File: config.mk
export PLATFORM = sky130hd
export DESIGN_NAME = dpa_align_stage
export DESIGN_NICKNAME = d
export VERILOG_FILES = /design/src/sv/dpa_pkg.sv /design/src/sv/dpa_align_stage.sv
export SDC_FILE = /design/constraint.sdc
export NUM_CORES = 1
export LEC_CHECK = 0
export BUFFER_PORTS_ARGS = -buffer_cell sky130_fd_sc_hd__buf_2
export CAP_MARGIN = 20
export CORE_MARGIN = 2
export CORE_UTILIZATION = 53
export DETAILED_ROUTE_END_ITERATION = 10
export HOLD_SLACK_MARGIN = 0.05
export PLACE_DENSITY = 0.85
export SLEW_MARGIN = 5
export SYNTH_ARGS = -nofsm -noshare
export SYNTH_HDL_FRONTEND = slang
export SYNTH_SLANG_ARGS = --single-unit
File: constraint.sdc
create_clock -name i_clk -period 18 [get_ports i_clk]
set_input_delay 5.4 -clock i_clk [delete_from_list [all_inputs] [get_ports i_clk]]
set_output_delay 5.4 -clock i_clk [all_outputs]
set_load 0.1 [all_outputs]
File: src/sv/dpa_pkg.sv
// Shared types and constants for the determinant pair alignment block.
`timescale 1ns / 1ps

package dpa_pkg;

    localparam int MAX_ELECTRONS = 16;
    localparam int ORBITAL_BITS  = 4;
    localparam int LIST_W        = MAX_ELECTRONS * ORBITAL_BITS;
    localparam int LANE_IDX_W    = $clog2(MAX_ELECTRONS);
    localparam int COUNT_W       = $clog2(MAX_ELECTRONS + 1);
    localparam int STATE_IDX_W   = 16;

    typedef logic [MAX_ELECTRONS-1:0][ORBITAL_BITS-1:0] t_dpa_list;

    // One input transfer.
    typedef struct packed {
        logic [STATE_IDX_W-1:0] bra_index;
        logic [STATE_IDX_W-1:0] ket_index;
        logic [LIST_W-1:0]      bra_orbitals;
        logic [LIST_W-1:0]      ket_orbitals;
    } t_dpa_in;

    // One output transfer.
    typedef struct packed {
        logic [STATE_IDX_W-1:0] pair_bra_index;
        logic [STATE_IDX_W-1:0] pair_ket_index;
        logic [LIST_W-1:0]      bra_reordered;
        logic [LIST_W-1:0]      ket_reordered;
        logic                   sign_negative;
        logic [COUNT_W-1:0]     unpaired_count;
    } t_dpa_out;

    // Working state of one pair as it moves down the pipeline.
    typedef struct packed {
        logic [STATE_IDX_W-1:0] bra_index;
        logic [STATE_IDX_W-1:0] ket_index;
        t_dpa_list              bra;
        t_dpa_list              ket;
        logic                   neg;
        logic [COUNT_W-1:0]     unpaired;
    } t_dpa_work;

    // Pipeline control shared by every stage.
    typedef struct packed {
        logic                     en;
        logic [MAX_ELECTRONS-1:0] mask;
    } t_dpa_ctrl;

endpackage

File: src/sv/dpa_align_stage.sv
// One alignment step: lanes compare one bra orbital against every active ket lane.
`timescale 1ns / 1ps

module dpa_align_stage (
    input  logic                         i_clk,
    input  logic                         i_rst_n,
    input  dpa_pkg::t_dpa_ctrl           i_ctrl,
    input  logic [dpa_pkg::LANE_IDX_W-1:0] i_step,
    input  logic                         i_valid,
    input  dpa_pkg::t_dpa_work           i_work,
    output logic                         o_valid,
    output dpa_pkg::t_dpa_work           o_work
);
    import dpa_pkg::*;

    logic [MAX_ELECTRONS-1:0] hit;
    logic [LANE_IDX_W-1:0]    sel;
    logic                     found;
    t_dpa_work                n_work;
    logic                     r_valid;
    t_dpa_work                r_work;

    // Per-lane compare against the bra orbital of this step
    always_comb begin
        for (int l = 0; l < MAX_ELECTRONS; l++) begin
            hit[l] = i_ctrl.mask[l] && (i_work.ket[l] == i_work.bra[i_step]);
        end
    end

    // Merge: lowest matching ket lane wins
    always_comb begin
        sel   = '0;
        found = 1'b0;
        for (int l = MAX_ELECTRONS - 1; l >= 0; l--) begin
            if (hit[l]) begin
                sel   = LANE_IDX_W'(l);
                found = 1'b1;
            end
        end
    end

    // Swap the match into place, toggle sign on a real swap
    always_comb begin
        n_work = i_work;
        if (i_ctrl.mask[i_step] && found && (sel != i_step)) begin
            n_work.ket[i_step] = i_work.ket[sel];
            n_work.ket[sel]    = i_work.ket[i_step];
            n_work.neg         = ~i_work.neg;
        end
    end

    always_ff @(posedge i_clk) begin
        if (!i_rst_n) begin
            r_valid <= 1'b0;
        end else if (i_ctrl.en) begin
            r_valid <= i_valid;
        end
    end

    always_ff @(posedge i_clk) begin
        if (i_ctrl.en) begin
            r_work <= n_work;
        end
    end

    assign o_valid = r_valid;
    assign o_work  = r_work;

endmodule

==> flow_metrics.tcl <==
set metrics [dict create \
    grt_max_degree 87 \
    cp_slowest_cell "o21ai_4" \
    worst_pin_slew_ns 1.14 \
    ys_types 78 \
    crit_chain "buf_2, buf_4, mux2i_1, a22oi_1, and3_1, or2_1, xor2_1, or4_1, nand4_1, o211ai_2, and3_1, or4_1, o21ai_4, or2_2, o221ai_1" \
    final_common_cell "buf_2" \
    clk_pin_slew_ns 0.08 \
    grt_use_total_pct 34.2 \
    synthCells 789 \
    end_kind "register" \
    cp-startpoint "i_step[0]" \
    routed_via_density 6.61 \
    num_vias 8994 \
    cts_resized 0 \
    netlist.area_leader.share_pct 50.7 \
    insertedDiodeCount 0 \
    cts.hold.buffers_added 0 \
    fin_crit_ns 11.26 \
    final_hold_viol_count 0 \
    avgSynthCellArea_um2 12.5 \
    antenna_left 0 \
    ys_top_cells_by_area "edfxtp_1 51%, mux4_2 6.2%, o221ai_1 4.6%" \
    async_flop_share_pct 0 \
    cts_root_buf "clkbuf_16" \
    area_growth_pct 24.4 \
    finalClockSkew_ns 0 \
    dp_hpwl_mm 25.8 \
    dieArea_mm2 0.0197 \
    initial_core_util_pct 54.4 \
    yosys_warnings 0 \
    fin_nets 1309 \
    synth_edf_count 166 \
    cp.required_ns 18.13 \
    drv_slew 0 \
    num-fill-cells 1356 \
    ys_seq_elements 167 \
    power.density_mw_per_mm2 117 \
    finalSetupViolCount 0 \
    min_path_type "register to register" \
    grt_pass1_vias 8684 \
    ys_seq_area_share_pct 50.9 \
    cp_max_fo 52 \
    clkLatencyLatePin_ns 0.43 \
    r2r_slack_ns 17.38 \
    critPathMaxStageDelay_ns 0.91 \
    gp_congestion 0.987 \
    reg2regPathDepth 2 \
    crit_type "input pin to register" \
    portBuffers 356 \
    syn_nets 979 \
    clk_path_buf_depth 2 \
    finalSetupTns_ns 0 \
    final_cell_mix "355 x buf_2, 166 x edfxtp_1, 60 x nand2_1" \
    cts.sink_count 167 \
    syn_area_mm2 0.00984 \
    layout-drive-gt1-share_pct 41.2 \
    r2r-end "o_valid" \
    rr_startpoint "o_valid" \
    grt_pass1_wl_mm 51.1 \
    rows 49 \
    grt-ovfl-total 0 \
    cts_buffers 17 \
    fin_util_pct 67.7 \
    cap_viol_max_count 0 \
    timing.final.crit_share_pct 62.5 \
    yosys.area.top_type "edfxtp_1" \
    pin_count 357 \
    peakVddDrop_mv 0.0680 \
    setup_ws_ns 6.74 \
    pre_cts_ws_ns 6.53 \
    drtIter0Drc 1141 \
    routed_wl_mm 34.4 \
    arrival_ns 11.39 \
    antenna_found_initial 0 \
    p_total_mw 1.44 \
    rsz0062_at_grt "no" \
    core_mm2 0.0181 \
    htree_levels 4 \
    endpoint "o_work[66]" \
    cts_tree "done" \
    status "finished clean" \
    fp.dieH_um 140 \
    slew_headroom_pct 23.8 \
    drt_first_pass_iters 8 \
    die_x_um 140 \
    hold_slack_ns 0.558 \
    p_leak_nw 4.90 \
    wire_per_inst_um 25.3 \
    fmax_mhz 88.8 \
    cts_setup_buffers 0 \
    drc 0 \
    synthFlopType "edfxtp_1" \
    start_kind "input pin" \
]
-- metrics by stage --
step                      area, um2  instances
final                         12200       1361
after floorplan                9840        789
after CTS                     12200       1360
after detailed placement      11600       1328
after global routing          12200       1361
after global placement        11600       1328
-- area by class of cell --
cell class	count	area, um2	area share (%)
repair buffers	361	1830	14.9
well taps	229	287	2.34
multi-input cells	552	4450	36.3
inverters	20	75.1	0.613
clock inverters	15	173	1.41
clock buffers	17	425	3.47
flip-flops and latches	167	5000	40.9
-- state kept, by name, summed over array words and instances, names as in the netlist --
signal   flops
o_work     166
o_valid      1
-- cell families (layout without fill, tap and decap cells) --
kind of cell    after synthesis  in the layout  share of synthesized area (%)
compound gates              190            190                           15.0
simple gates                217            217                           12.4
flops                       167            167                           50.9
mux                          87             87                           12.6
buf+inv                      70            413                           3.90
xor+xnor                     58             58                           5.24
-- how the worst min path moves through the flow --
stage	slack, ns	end	cells after the start	startpoint
4_1_cts	0.56	o_valid	2	o_valid
3_5_place_dp	0.54	o_valid	2	o_valid
3_3_place_gp	0.50	o_valid	2	o_valid
2_1_floorplan	0.98	o_valid	2	o_valid
5_1_grt	0.59	o_valid	2	o_valid
6_report	0.56	o_valid	2	o_valid
-- synthesized netlist by cell type, types with 8 or more instances --
library cell,count
edfxtp_1,166
nand2_1,60
o221ai_1,52
mux2i_1,43
o21ai_0,40
xnor2_1,35
mux4_2,27
nor2_1,25
nor3_1,22
xor2_1,22
inv_1,20
buf_2,15
nand2b_1,15
or2_2,14
clkbuf_1,13
a222oi_1,12
a21oi_1,11
mux2_2,11
o22ai_1,11
o21a_1,10
and3_1,9
buf_4,9
a221oi_1,8
nand3b_1,8
-- per-layer routing --
| layer | vias up | share of wire (%) | wire, um | GRT usage [%] |
|---|---|---|---|---|
| met1 | 4299 | 36 | 12500 | 45.4 |
| met2 | 747 | 47 | 16300 | 55.3 |
| li1 | 3824 | - | - | - |
| met5 | - | 0 | 0 | 0 |
| met4 | 0 | 4.2 | 1450 | 13.2 |
| met3 | 124 | 12 | 4170 | 7.56 |
-- worst max-delay path: cells and delay by family --
| kind | cells | cell delay [ns] |
|---|---|---|
| mux | 1 | 0.20 |
| compound gates | 4 | 1.69 |
| simple gates | 7 | 3.18 |
| xor+xnor | 1 | 0.11 |
| buf+inv | 2 | 0.74 |
-- power by group --
| group | switching, mW | internal (mW) |
|---|---|---|
| registers | 0.00920 | 0.468 |
| logic | 0.462 | 0.130 |
| clock network | 0.179 | 0.188 |
| total | 0.650 | 0.785 |
No activity file was read; power rests on OpenSTA's default activity.
