===== src/sv/dpa_pkg.sv =====
// Shared types and constants for the determinant pair alignment block.
`timescale 1ns / 1ps

package dpa_pkg;

    localparam int MAX_ELECTRONS = 16;
    localparam int ORBITAL_BITS  = 4;
    localparam int LIST_W        = MAX_ELECTRONS * ORBITAL_BITS;
    localparam int LANE_IDX_W    = $clog2(MAX_ELECTRONS);
    localparam int COUNT_W       = $clog2(MAX_ELECTRONS + 1);
    localparam int STATE_IDX_W   = 16;

    typedef logic [MAX_ELECTRONS-1:0][ORBITAL_BITS-1:0] t_dpa_list;

    // One input transfer.
    typedef struct packed {
        logic [STATE_IDX_W-1:0] bra_index;
        logic [STATE_IDX_W-1:0] ket_index;
        logic [LIST_W-1:0]      bra_orbitals;
        logic [LIST_W-1:0]      ket_orbitals;
    } t_dpa_in;

    // One output transfer.
    typedef struct packed {
        logic [STATE_IDX_W-1:0] pair_bra_index;
        logic [STATE_IDX_W-1:0] pair_ket_index;
        logic [LIST_W-1:0]      bra_reordered;
        logic [LIST_W-1:0]      ket_reordered;
        logic                   sign_negative;
        logic [COUNT_W-1:0]     unpaired_count;
    } t_dpa_out;

    // Working state of one pair as it moves down the pipeline.
    typedef struct packed {
        logic [STATE_IDX_W-1:0] bra_index;
        logic [STATE_IDX_W-1:0] ket_index;
        t_dpa_list              bra;
        t_dpa_list              ket;
        logic                   neg;
        logic [COUNT_W-1:0]     unpaired;
    } t_dpa_work;

    // Pipeline control shared by every stage.
    typedef struct packed {
        logic                     en;
        logic [MAX_ELECTRONS-1:0] mask;
    } t_dpa_ctrl;

endpackage


===== src/sv/dpa_compact_stage.sv =====
// One compaction step: moves a mismatched lane to the front and counts it.
`timescale 1ns / 1ps

module dpa_compact_stage (
    input  logic                         i_clk,
    input  logic                         i_rst_n,
    input  dpa_pkg::t_dpa_ctrl           i_ctrl,
    input  logic [dpa_pkg::LANE_IDX_W-1:0] i_step,
    input  logic                         i_valid,
    input  dpa_pkg::t_dpa_work           i_work,
    output logic                         o_valid,
    output dpa_pkg::t_dpa_work           o_work
);
    import dpa_pkg::*;

    logic [LANE_IDX_W-1:0] dst;
    t_dpa_work             n_work;
    logic                  r_valid;
    t_dpa_work             r_work;

    // Count never exceeds the step index, so the low bits address a lane
    assign dst = i_work.unpaired[LANE_IDX_W-1:0];

    always_comb begin
        n_work = i_work;
        if (i_ctrl.mask[i_step] && (i_work.bra[i_step] != i_work.ket[i_step])) begin
            if (dst != i_step) begin
                n_work.bra[i_step] = i_work.bra[dst];
                n_work.bra[dst]    = i_work.bra[i_step];
                n_work.ket[i_step] = i_work.ket[dst];
                n_work.ket[dst]    = i_work.ket[i_step];
            end
            n_work.unpaired = i_work.unpaired + COUNT_W'(1);
        end
    end

    always_ff @(posedge i_clk) begin
        if (!i_rst_n) begin
            r_valid <= 1'b0;
        end else if (i_ctrl.en) begin
            r_valid <= i_valid;
        end
    end

    always_ff @(posedge i_clk) begin
        if (i_ctrl.en) begin
            r_work <= n_work;
        end
    end

    assign o_valid = r_valid;
    assign o_work  = r_work;

endmodule


===== config.mk =====
export PLATFORM = sky130hd
export DESIGN_NAME = dpa_compact_stage
export DESIGN_NICKNAME = d
export VERILOG_FILES = /design/src/sv/dpa_pkg.sv /design/src/sv/dpa_compact_stage.sv
export SDC_FILE = /design/constraint.sdc
export NUM_CORES = 1
export LEC_CHECK = 0
export BUFFER_PORTS_ARGS = -buffer_cell sky130_fd_sc_hd__buf_2
export CAP_MARGIN = 20
export CORE_MARGIN = 3
export CORE_UTILIZATION = 35
export CTS_CLUSTER_SIZE = 12
export DETAILED_ROUTE_END_ITERATION = 8
export GPL_TIMING_DRIVEN = 0
export PLACE_DENSITY_LB_ADDON = 0.08
export SYNTH_ARGS = -nofsm -noshare
export SYNTH_HDL_FRONTEND = slang
export SYNTH_SLANG_ARGS = --single-unit
export TNS_END_PERCENT = 5

===== constraint.sdc =====
create_clock -name i_clk -period 3.3 [get_ports i_clk]
set_input_delay 0 -clock i_clk [delete_from_list [all_inputs] [get_ports i_clk]]
set_output_delay 0 -clock i_clk [all_outputs]
set_load 0.1 [all_outputs]

==> results.py, run 1 <==
metrics = {
    "setup_path": {
        "cp_top_family": "buffers and inverters",
        "crit_required_ns": 3.51,
        "critPathKind": "in -> reg",
        "cp.depth": 9,
        "max_stage_delay_ns": 0.70,
        "crit_path_start_kind": "input pin",
        "path_cells": "buf_2, clkbuf_1, clkbuf_1, mux4_2, mux4_2, buf_1, nand2_1, a22oi_1, mux2_4",
        "worstPathBufferInverterCount": 4,
        "reg2regPathDepth": 3,
        "endpoint_kind": "register",
        "cp_data_arrival_time_ns": 3.44,
        "critPathSlowestCell": "clkbuf_1",
        "crit_fanout": 10,
    },
    "flow_run": {
        "max_cap_viol_count": 0,
    },
    "placed_design": {
        "dp.cells": 1765,
        "hpwlAfterDp_mm": 37.1,
        "portBuffers": 352,
        "placed_area_sq_um": 14400,
        "gp_congestion": 0.969,
    },
    "clocking": {
        "cts_tree": "built",
        "clock_path_buffers": 2,
        "worstSkewPairLatency_ns": 0.45,
        "clk_pin_slew_ns": 0.07,
        "cts.root.buffer_cell": "clkbuf_16",
        "cts_setup_buffers": 0,
        "numCtsBuffers": 17,
        "htree_levels": 4,
        "cts_sinks": 167,
    },
    "pwr": {
        "ir_drop_uv": 406,
        "leakage_uw": 0.00675,
        "power_density_nw_per_um2": 558,
    },
    "timing": {
        "holdWs_ns": 0.00780,
        "rsz0062_at_grt": "no",
        "slew_headroom": 0.286,
        "tightest_slew_ns": 1.06,
        "skew_ns": 0,
        "post-route-period-util": 0.978,
        "min_period_ns": 3.23,
        "hold_viol": 0,
        "final_max_slew_viol_count": 0,
        "setup_viol": 0,
        "timing.fmax_ghz": 0.310,
    },
    "synthesis": {
        "syn-mean-instance-area_sq_um": 12.5,
        "ys_warn_count": 0,
        "synth_cell_types": 32,
        "ys_seq_area_frac": 0.415,
        "syn_area_sq_um": 12100,
        "netlist_instances": 963,
        "synth-seq-cells": 167,
        "syn-num-nets": 1157,
    },
    "die": {
        "start_util": 0.357,
        "ioPinCount": 357,
        "placementRows": 67,
        "die_area_sq_um": 36700,
        "die_y_um": 192,
        "coreArea_sq_um": 33800,
        "die_x_um": 192,
    },
    "hold_path": {
        "hold_depth": 1,
        "min_path_type": "in -> reg",
    },
    "grt": {
        "antenna_found_initial": 2,
        "first_global_vias": 10800,
        "grt_usage": 0.266,
        "grt_max_degree": 90,
        "grt_overflow": 0,
        "grt_pass1_wl_mm": 70.7,
    },
    "routing": {
        "drt-vias-per-instance": 5.62,
        "first_pass_iters": 5,
        "via_count": 11000,
        "wl_per_cell_um": 25.4,
        "drtIter0Drc": 996,
        "drt-total-wl_mm": 49.9,
        "ant_nets": 0,
        "drc": 0,
    },
    "final_layout": {
        "num-nets-final": 1695,
        "final_cell_mix": "buf_2 (361), edfxtp_1 (166), dlygate4sd3_1 (164)",
        "final_common_cell": "buf_2",
        "design_area_sq_um": 16600,
        "layout-area-overhead-vs-synth_pct": 37.9,
        "fin_cells": 1962,
        "drive_gt1_frac": 0.399,
    },
    "run_status": {
        "status": "completed",
    },
}
-- power by group --
part	switching [uW]	internal, uW
clock network	904	1040
logic	3260	1300
registers	75.5	2700
-- registers in the layout, indices dropped and copies added (netlist names) --
| name | count |
|---|---|
| o_work | 166 |
| o_valid | 1 |
-- per-layer routing --
layer	track usage	vias up	routed length, um
li1	-	4871	-
met1	0.358	5396	20800
met2	0.428	676	23300
met3	0.0584	79	4450
met4	0.0866	0	1300
met5	0	-	0
-- per-stage QoR --
step | TNS (ns) | setup WS, ns | utilization | total power, uW
after floorplan | 0 | 0.501 | - | 6230
after global placement | -24.44 | -0.380 | 0.426 | 7190
after detailed placement | -25.70 | -0.394 | 0.427 | 7190
after CTS | 0 | 0.0954 | 0.492 | 9300
after global routing | 0 | 0.0485 | 0.492 | 9570
final | 0 | 0.0742 | 0.492 | 9280
-- repair_timing --
| item | in CTS | in global routing |
|---|---|---|
| hold buffers | 164 | 0 |
| hold endpoints to repair | 163 | 0 |
| resized for setup | 0 | 2 |
| endpoints found under the setup margin | 0 | 8 |
-- synthesized netlist by cell type, drive strengths merged --
cell type | number | area share
a21oi | 128 | 0.053
a22o | 16 | 0.012
a22oi | 128 | 0.080
a41oi | 1 | 0.0023
and2 | 12 | 0.0062
and3 | 4 | 0.0021
buf | 42 | 0.033
clkbuf | 49 | 0.015
dfxtp | 1 | 0.0017
edfxtp | 166 | 0.41
ha | 4 | 0.0041
inv | 3 | 0.00093
mux2 | 129 | 0.15
mux2i | 1 | 0.00083
mux4 | 77 | 0.14
nand2 | 142 | 0.044
nand2b | 5 | 0.0026
nand3 | 5 | 0.0021
nor2 | 22 | 0.012
nor2b | 7 | 0.0036
nor3 | 7 | 0.0029
nor4 | 1 | 0.00052
o41ai | 1 | 0.0023
xnor2 | 6 | 0.0044
xor2 | 6 | 0.0062
-- path summary, 6_finish.rpt --
| kind | from | to | slack (ns) |
|---|---|---|---|
| max | i_work[1] | o_work[32] | 0.07 |
| min | i_ctrl[16] | o_work[55] | 0.008 |
| max reg2reg | o_valid | o_valid | 2.14 |
| min reg2reg | o_valid | o_valid | 1.08 |
-- final cells by class --
| class | instances | area, sq um |
|---|---|---|
| timing repair buffer | 519 | 3450 |
| tap | 448 | 561 |
| antenna | 2 | 5.00 |
| sequential | 167 | 5000 |
| multi-input combinational | 702 | 6460 |
| inverter | 3 | 11.3 |
| clock buffer | 17 | 425 |
| fill | 3091 | 17200 |
| buffer | 91 | 586 |
| clock inverter | 13 | 123 |
-- kinds of logic (layout without fill, tap and decap cells) --
group / count (synthesis) / after routing / synth area share
buffers and inverters: 94 / 643 / 0.0494
adders and majority gates: 4 / 4 / 0.00415
AOI/OAI and AO/OA: 274 / 274 / 0.149
and+or+nand+nor: 205 / 205 / 0.0760
muxes: 207 / 207 / 0.296
other: 0 / 2 / 0
xor gates and xnor gates: 12 / 12 / 0.0106
DFF: 167 / 167 / 0.415
No activity file was read; power rests on OpenSTA's default activity.
==> inputs of run 2 (changes only) <==
--- a/config.mk
+++ b/config.mk
@@ -7,12 +7,15 @@
 export LEC_CHECK = 0
 export BUFFER_PORTS_ARGS = -buffer_cell sky130_fd_sc_hd__buf_2
 export CAP_MARGIN = 20
+export CORE_ASPECT_RATIO = 0.7
 export CORE_MARGIN = 3
 export CORE_UTILIZATION = 35
+export CTS_BUF_LIST = sky130_fd_sc_hd__clkbuf_2 sky130_fd_sc_hd__clkbuf_4 sky130_fd_sc_hd__clkbuf_8
 export CTS_CLUSTER_SIZE = 12
 export DETAILED_ROUTE_END_ITERATION = 8
 export GPL_TIMING_DRIVEN = 0
 export PLACE_DENSITY_LB_ADDON = 0.08
+export SLEW_MARGIN = 20
 export SYNTH_ARGS = -nofsm -noshare
 export SYNTH_HDL_FRONTEND = slang
 export SYNTH_SLANG_ARGS = --single-unit
==> results.py, run 2 (synthesis gave the netlist of run 1 again) <==
metrics = {
    "final_layout": {
        "num-nets-final": 1694,
        "layout-area-overhead-vs-synth_pct": 36.9,
        "final_common_cell": "buf_2",
        "largest_register_ffs": 166,
        "drive_gt1_frac": 0.399,
        "final_cell_mix": "buf_2 (360), edfxtp_1 (166), dlygate4sd3_1 (165)",
        "antenna_cells": 0,
        "design_area_sq_um": 16500,
        "fill_cells": 3137,
        "fin_cells": 1977,
    },
    "timing": {
        "min_period_ns": 3.29,
        "final_max_slew_viol_count": 0,
        "hold_viol": 0,
        "fin_setup_tns_ns": 0,
        "setup_viol": 0,
        "slew_headroom": 0.224,
        "skew_ns": 0,
        "post-route-period-util": 0.998,
        "tightest_slew_ns": 1.16,
        "holdWs_ns": 0.199,
        "rsz0062_at_grt": "no",
        "timing.fmax_ghz": 0.304,
    },
    "setup_path": {
        "cp_data_arrival_time_ns": 3.53,
        "reg2regPathDepth": 3,
        "crit_path_start_kind": "input pin",
        "endpoint_kind": "register",
        "crit_required_ns": 3.54,
        "rr_endpoint": "o_valid",
        "rr_startpoint": "o_valid",
        "crit_fanout": 10,
        "r2r_slack_ns": 2.14,
        "critPathKind": "in -> reg",
    },
    "clocking": {
        "cts_tree": "built",
        "cts_setup_buffers": 0,
        "cts_resized": 0,
        "cts.root.buffer_cell": "clkbuf_8",
        "numCtsBuffers": 17,
        "htree_levels": 4,
        "clk_pin_slew_ns": 0.09,
        "worstSkewPairLatency_ns": 0.51,
        "cts_sinks": 167,
        "hold_buffers": 165,
        "clock_path_buffers": 2,
    },
    "pwr": {
        "power_uw": 8990,
        "power_density_nw_per_um2": 544,
        "ir_drop_uv": 325,
        "leakage_uw": 0.00669,
    },
    "run_status": {
        "status": "completed",
    },
    "grt": {
        "grt_pass1_wl_mm": 76.4,
        "first_global_vias": 11400,
        "grt_overflow": 0,
        "antenna_found_initial": 2,
        "grt_usage": 0.280,
        "grt_max_degree": 89,
    },
    "routing": {
        "drt-vias-per-instance": 5.75,
        "drc": 0,
        "first_pass_iters": 5,
        "via_count": 11400,
        "drt-total-wl_mm": 52.3,
        "drtIter0Drc": 1353,
        "ant_nets": 0,
        "wl_per_cell_um": 26.5,
    },
    "die": {
        "die_y_um": 161,
        "placementRows": 56,
        "coreArea_sq_um": 33700,
        "ioPinCount": 357,
        "start_util": 0.358,
        "die_x_um": 228,
        "die_area_sq_um": 36800,
    },
    "placed_design": {
        "portBuffers": 352,
        "hpwlAfterDp_mm": 38.6,
        "dp.cells": 1780,
        "placed_area_sq_um": 14400,
        "gp_congestion": 0.954,
    },
    "hold_path": {
        "min-delay-start": "i_work[140]",
        "hold_end": "o_work[140]",
        "hold_depth": 2,
        "min_path_type": "in -> reg",
    },
    "flow_run": {
        "max_cap_viol_count": 0,
    },
}
==> run 2: worst max path at each step <==
stage	start	endpoint	slack [ns]	cells past startpoint
4_1_cts	i_work[40]	o_work[132]	0.13	11
3_5_place_dp	i_work[0]	o_work[124]	-0.39	9
2_1_floorplan	i_step[0]	o_work[100]	0.50	11
3_3_place_gp	i_work[0]	o_work[128]	-0.41	9
5_1_grt	i_work[0]	o_work[127]	0.01	9
6_report	i_work[0]	o_work[124]	0.008	9
==> run 2: worst max-delay path, stage by stage <==
cell and delay (ns):
buf_2 0.11, buf_2 0.28, buf_1 0.77, mux4_2 0.64, mux4_2 0.63, clkbuf_1 0.43
nand2_1 0.16, a22oi_1 0.08, mux2_1 0.42
==> run 2: final cells by class <==
type,instances,area [sq um],share of cell area
flip-flops and latches,167,5000,0.303
multi-input cells,702,6470,0.392
clock inverters,14,170,0.0103
repair buffers,518,3450,0.209
well taps,464,581,0.0351
plain buffers,91,584,0.0354
inverters,3,11.3,0.000682
clock buffers,18,248,0.0150
==> run 2: power by group <==
group | switching (uW) | internal [uW] | total [uW]
Sequential | 70.0 | 2690 | 2760
Combinational | 3330 | 1300 | 4630
Clock | 828 | 773 | 1600
==> run 2: per-layer routing <==
| layer | track usage | vias to the layer above | wire [um] |
|---|---|---|---|
| li1 | - | 4873 | - |
| met1 | 0.409 | 5736 | 23300 |
| met2 | 0.403 | 676 | 22200 |
| met3 | 0.0896 | 81 | 5770 |
| met4 | 0.0711 | 4 | 1030 |
| met5 | 0 | - | 19 |
==> run 2: per-stage QoR <==
stage / utilization / worst slack [ns]
floorplan: - / 0.501
global placement: 0.427 / -0.411
detailed placement: 0.429 / -0.388
CTS: 0.490 / 0.130
global route: 0.490 / 0.0105
finish: 0.490 / 0.00774
